[src/rtl/wdcc_pkg.sv]
// Shared constants, command codes and control/status structs of the
// weighted dominant color class block. Depends on nothing.
package wdcc_pkg;

  localparam int NUM_CLASSES_DEF  = 512;
  localparam int CHANNEL_BITS_DEF = 8;
  localparam int WEIGHT_BITS_DEF  = 32;

  localparam int CHAN_W      = 16;
  localparam int ADDR_W      = 24;
  localparam int CLASS_W     = 9;
  localparam int IN_TDATA_W  = 104;
  localparam int OUT_TDATA_W = 16;

  // Field offsets inside in_tdata.
  localparam int ADDR_LSB  = 0;
  localparam int CLASS_LSB = 24;
  localparam int RED_LSB   = 33;
  localparam int GREEN_LSB = 49;
  localparam int BLUE_LSB  = 65;
  localparam int ALPHA_LSB = 81;

  // Command codes carried in in_tuser.
  localparam logic CMD_TABLE_WRITE = 1'b0;
  localparam logic CMD_PIXEL       = 1'b1;

  typedef struct packed {
    logic tbl_write;    // write class table entry from input
    logic tbl_read;     // look up class of the input pixel
    logic pix_capture;  // latch pixel weight and last flag
    logic wt_read;      // read the total of the looked-up class
    logic wt_update;    // write back saturated total, update best
    logic wt_clear;     // zero one total at the clear counter
    logic clr_start;    // restart the clear counter
    logic out_load;     // load result register and reset best
  } wdcc_cmd_t;

  typedef struct packed {
    logic in_range;     // looked-up class is below NUM_CLASSES
    logic last;         // current pixel closes the region
    logic clr_done;     // clear counter is at the last class
  } wdcc_stat_t;

endpackage

[src/rtl/wdcc_ctrl.sv]
// Sequencer of the weighted dominant color class block.
// Depends on wdcc_pkg for command codes and the control/status structs.
module wdcc_ctrl (
  input  logic               clk,
  input  logic               rst_n,
  input  logic               in_tvalid,
  output logic               in_tready,
  input  logic               in_tuser,
  output logic               out_tvalid,
  input  logic               out_tready,
  input  wdcc_pkg::wdcc_stat_t stat,
  output wdcc_pkg::wdcc_cmd_t  cmd
);

  typedef enum logic [2:0] {
    ST_CLEAR,
    ST_IDLE,
    ST_TLOOK,
    ST_WREAD,
    ST_FLUSH
  } state_t;

  state_t state_r, state_nxt;
  logic   out_valid_r, out_valid_nxt;
  logic   accept;

  assign in_tready  = (state_r == ST_IDLE);
  assign accept     = in_tvalid && in_tready;
  assign out_tvalid = out_valid_r;

  always_comb begin
    state_nxt = state_r;
    cmd       = '0;
    unique case (state_r)
      ST_CLEAR: begin
        cmd.wt_clear = 1'b1;
        if (stat.clr_done) state_nxt = ST_IDLE;
      end
      ST_IDLE: begin
        if (accept) begin
          if (in_tuser == wdcc_pkg::CMD_PIXEL) begin
            cmd.tbl_read    = 1'b1;
            cmd.pix_capture = 1'b1;
            state_nxt       = ST_TLOOK;
          end else begin
            cmd.tbl_write = 1'b1;
          end
        end
      end
      ST_TLOOK: begin
        if (stat.in_range) begin
          cmd.wt_read = 1'b1;
          state_nxt   = ST_WREAD;
        end else begin
          state_nxt = stat.last ? ST_FLUSH : ST_IDLE;
        end
      end
      ST_WREAD: begin
        cmd.wt_update = 1'b1;
        state_nxt     = stat.last ? ST_FLUSH : ST_IDLE;
      end
      ST_FLUSH: begin
        if (!out_valid_r || out_tready) begin
          cmd.out_load  = 1'b1;
          cmd.clr_start = 1'b1;
          state_nxt     = ST_CLEAR;
        end
      end
      default: state_nxt = ST_CLEAR;
    endcase
    out_valid_nxt = cmd.out_load || (out_valid_r && !out_tready);
  end

  always_ff @(posedge clk) begin
    if (!rst_n) begin
      state_r     <= ST_CLEAR;
      out_valid_r <= 1'b0;
    end else begin
      state_r     <= state_nxt;
      out_valid_r <= out_valid_nxt;
    end
  end

endmodule

[config.mk]
export PLATFORM = sky130hd
export DESIGN_NAME = wdcc_ctrl
export DESIGN_NICKNAME = d
export VERILOG_FILES = /design/src/rtl/wdcc_pkg.sv /design/src/rtl/wdcc_ctrl.sv
export SDC_FILE = /design/constraint.sdc
export NUM_CORES = 1
export LEC_CHECK = 0
export ABC_AREA = 1
export BUFFER_PORTS_ARGS = -buffer_cell sky130_fd_sc_hd__buf_2
export CORE_AREA = 2 2 39 41
export DETAILED_ROUTE_END_ITERATION = 6
export DIE_AREA = 0 0 41 43
export HOLD_SLACK_MARGIN = 0.06
export PLACE_DENSITY = 0.55
export SLEW_MARGIN = 25
export SYNTH_ARGS = -nofsm -noshare
export SYNTH_HDL_FRONTEND = slang
export SYNTH_SLANG_ARGS = --single-unit
[constraint.sdc]
create_clock -name clk -period 1.1 [get_ports clk]
set_input_delay 0 -clock clk [delete_from_list [all_inputs] [get_ports clk]]
set_output_delay 0 -clock clk [all_outputs]
set_load 0.02 [all_outputs]
==> results by stage <==
Placed design:
- The post-detailed-placement half-perimeter wirelength is 619.5 um.
- The post-detailed-placement cell area is 429.2 sq um.
- Buffers placed on the I/O ports in this run total 17.
- The weighted congestion at the end of routability-driven global placement is 0.7131.

Detailed routing:
- Once detail routing completed, the nets flagged for antenna violations numbered 0.
- The first routing iteration left 3 violations.
- Dividing the detail-routed wire length by the instance count gives 9.196 um.
- In the routed layout, each cell is associated on average with a via count of 4.239.
- For this run, design rule violations remaining after detail routing come to 0.
- The overall via count from detail_route is 390.
- The number of detailed-routing iterations run before antenna repair is 4.
- After detailed routing, the total wire length is 846 um.

Die:
- After floorplanning, the core was sized to cover 1384 sq um.
- The initial utilization of the core area, before any placement, comes to 22.42%.
- In this run the count of I/O pins placed on the die edge is 18.
- The overall die area is 1763 sq um.
- The number of core rows is 14.
- The overall die height is 43 um.
- The die outline width is 41 um.

Final layout:
- The total non-filler cell area in the finished layout is 575.6 sq um.
- After filler insertion, the fill cell instance count of the layout stands at 157.
- The ratio of cells with drive above 1 in the final layout is 65.79%.
- The footprint of the multi-input gates is 216.5 sq um.
- Across the whole layout, storage elements account for 87.58 sq um.
- Compared with the post-synthesis result, the final layout area differs by 85.48%.
- The number of antenna diodes is 0.
- In the layout the commonest cells are sky130_fd_sc_hd__buf_2 (10), sky130_fd_sc_hd__inv_1 (9), sky130_fd_sc_hd__buf_4 (9).
- In the final design database the tool counted 86 nets.
- The library cell used most frequently in the layout, excluding fill and tap cells, is sky130_fd_sc_hd__buf_2.

Timing:
- For the final routed database, the setup TNS stands at -0.4697 ns.
- Setup repair after global routing could not meet its margin everywhere.
- Across all setup checks in the final design, the least slack found is -0.1014 ns.
- The total of endpoints with negative setup slack in the final report is 11.
- Headroom to the max-slew limit came out at 87.35%.
- For the finished layout, the period the worst path requires is 1.201 ns.
- The worst clock skew is 0.0002574 ns.
- The number of hold-slack violations in the final timing report is 0.
- The highest achievable clock rate is 832.4 MHz.
- The max-slew violation total from the final report is 0.
- The final clock period utilization by the worst path is 109.2%.
- The actual slew at the worst max-slew pin is 0.1896 ns.

Setup path:
- For the worst setup path, the data arrival time is 1.20 ns.
- The number of buffer and inverter stages on the critical path is 1.
- The largest fanout of any net on the critical path is 5.
- The worst stage delay on the critical path is 0.35 ns.
- By startpoint and endpoint, the worst setup path is classified as reg2out.
- STA classifies the critical path endpoint as an output port.
- Broken down by cell family, the worst path's largest delay share belongs to simple AND/OR/NAND/NOR gates.
- The slowest cell on the critical path is sky130_fd_sc_hd__dfxtp_2.
- The startpoint class of the critical path is a flip-flop.
- The critical path goes through nor2_2 -> nand2_2 -> nor3b_4 -> buf_6.
- The worst path required time is 1.10 ns.

Flow run:
- Max-cap violations in this run came to 0.

Power:
- Summed over all cells, the static leakage comes to 0.2960 nW.
- Power spread over the standard cell area amounts to 1320 nW/um^2.
- VDD sags by at most 503.2 uV.

Clock network:
- In this run the number of H-tree levels came out at 1.
- The number of buffers between clock root and the deepest sink is 2.
- The clock tree from TritonCTS is built.
- The latest clock arrival within the worst-skew pair is 0.23 ns.
- In this run, CTS created clock tree buffers numbering 3.
- After clock tree synthesis, the clock-pin slew on the worst setup and hold paths is 0.03 ns.
- The clock root buffer is sky130_fd_sc_hd__clkbuf_4.
- The number of sinks handled by clock tree synthesis is 4.

GRT:
- The number of global-route vias before repair is 329.
- The initial antenna violation count is 0.
- Summed over all layers, the global routing overflow is 0.
- Across every metal layer, demand over resource in global routing totals 9.930%.
- The first-pass GRT wire length is 1090 um.
- Entering global routing, the biggest net connects 6 pins.

Outcome:
- The flow ran to the end, but the final reports show violations.
- The final reports fail on setup timing.

Logic synthesis:
- Of the post-synthesis cell area, the part taken by muxes is 0%.
- The fraction of the mapped netlist area in compound gates is 14.92%.
- The synthesized cell area is 310.3 sq um.
- The parity-gate share of the synthesized area counting xor and xnor cells is 0%.
- The synthesized instance count is 50.
- The simple-gate area share of the yosys netlist is 39.92%.
- After Yosys synthesis, full adders, half adders and majority gates account for 0% of the synthesized area.
- After synthesis, the largest family of logic cells by area is simple AND/OR/NAND/NOR gates.
- The count of cell types in the netlist is 17.
- The post-synthesis area per instance is 6.206 sq um.
- Sequential cells were found to cover 25.81% of the synthesized design area.
- The number of synthesized register bits is 4.
- The number of nets in the synthesized netlist is 58.
- The yosys synthesis warning count is 0.

Hold path:
- The class of the tightest hold or removal check is in2reg.
-- registers in the layout, indices dropped and copies added, names as in the netlist --
register and flops:
out_tvalid 1, state_r 3
-- power breakdown --
group	internal (mW)	switching, mW	total, mW
logic	0.188	0.211	0.399
registers	0.166	0.0206	0.186
clock network	0.122	0.0527	0.174
total	0.476	0.284	0.760
-- worst paths after layout --
check             start          to  slack (ns)  depth (start not counted)
max          state_r[1]      cmd[5]       -0.10                          4
min           in_tvalid  state_r[0]        0.12                          4
max reg2reg  state_r[0]  state_r[0]       -0.02                          7
min reg2reg  state_r[2]  out_tvalid        0.56                          2
-- stage by stage --
step,instances,worst slack (ns),power [mW],util (%),hold WS [ns]
2_1_floorplan,50,-0.002026,0.3815,-,0.08306
6_report,92,-0.1014,0.7598,41.59,0.1219
4_1_cts,91,-0.09788,0.7069,38.34,0.1158
3_3_place_gp,83,0.05282,0.4443,31.01,0.1999
5_1_grt,92,-0.1640,0.8097,41.59,0.1473
3_5_place_dp,83,0.03932,0.4479,31.01,0.2041
-- final cells by class --
cell class	count	share of cell area, %
Timing Repair Buffer	25	31.96
Inverter	12	7.826
Tap cell	16	3.478
Clock buffer	3	3.913
Sequential cell	4	15.22
Multi-Input combinational cell	32	37.61
-- repair_timing --
action                                  4_1_cts  5_1_grt
hold endpoints to repair                      3        0
pin swaps                                     3        9
resized for setup                            14       13
endpoints found under the setup margin        7       10
setup buffers                                 4        1
hold buffers                                  1        0
-- kinds of logic after synthesis --
group,Yosys count
DFF,4
AOI/OAI and AO/OA,5
and+or+nand+nor,27
buffers and inverters,14
-- cell usage after synthesis --
library cell	instances	area [sq um]
sky130_fd_sc_hd__nand2_2	1	6.260
sky130_fd_sc_hd__nor3b_1	1	7.510
sky130_fd_sc_hd__a21oi_2	1	8.760
sky130_fd_sc_hd__a21oi_1	1	5.000
sky130_fd_sc_hd__nand3_1	3	15.01
sky130_fd_sc_hd__nor2_2	3	18.77
sky130_fd_sc_hd__buf_4	2	15.01
sky130_fd_sc_hd__dfxtp_1	4	80.08
sky130_fd_sc_hd__o211ai_1	1	7.510
sky130_fd_sc_hd__o21ai_2	1	8.760
sky130_fd_sc_hd__nand3b_1	1	7.510
sky130_fd_sc_hd__nand2_1	10	37.54
sky130_fd_sc_hd__nor2_1	7	26.28
sky130_fd_sc_hd__inv_2	1	3.750
sky130_fd_sc_hd__nor3_1	1	5.000
sky130_fd_sc_hd__a21oi_4	1	16.27
sky130_fd_sc_hd__inv_1	11	41.29
-- worst reg2reg max path, cell delays in order (launching register included) --
cell and delay, ns:
sky130_fd_sc_hd__dfxtp_4 0.34, sky130_fd_sc_hd__buf_6 0.11, sky130_fd_sc_hd__nor2_4 0.14, sky130_fd_sc_hd__nand3_2 0.12, sky130_fd_sc_hd__nand2_2 0.10, sky130_fd_sc_hd__inv_2 0.04
sky130_fd_sc_hd__a21oi_2 0.12, sky130_fd_sc_hd__nor2_2 0.04
-- per-layer routing --
metal	GRT usage, %	vias to the layer above	wire (um)
met3	1.571	2	56
li1	-	202	-
met1	8.333	174	279
met5	0	-	0
met2	16.25	12	494
met4	12.00	0	15
No activity file was read; power rests on OpenSTA's default activity.
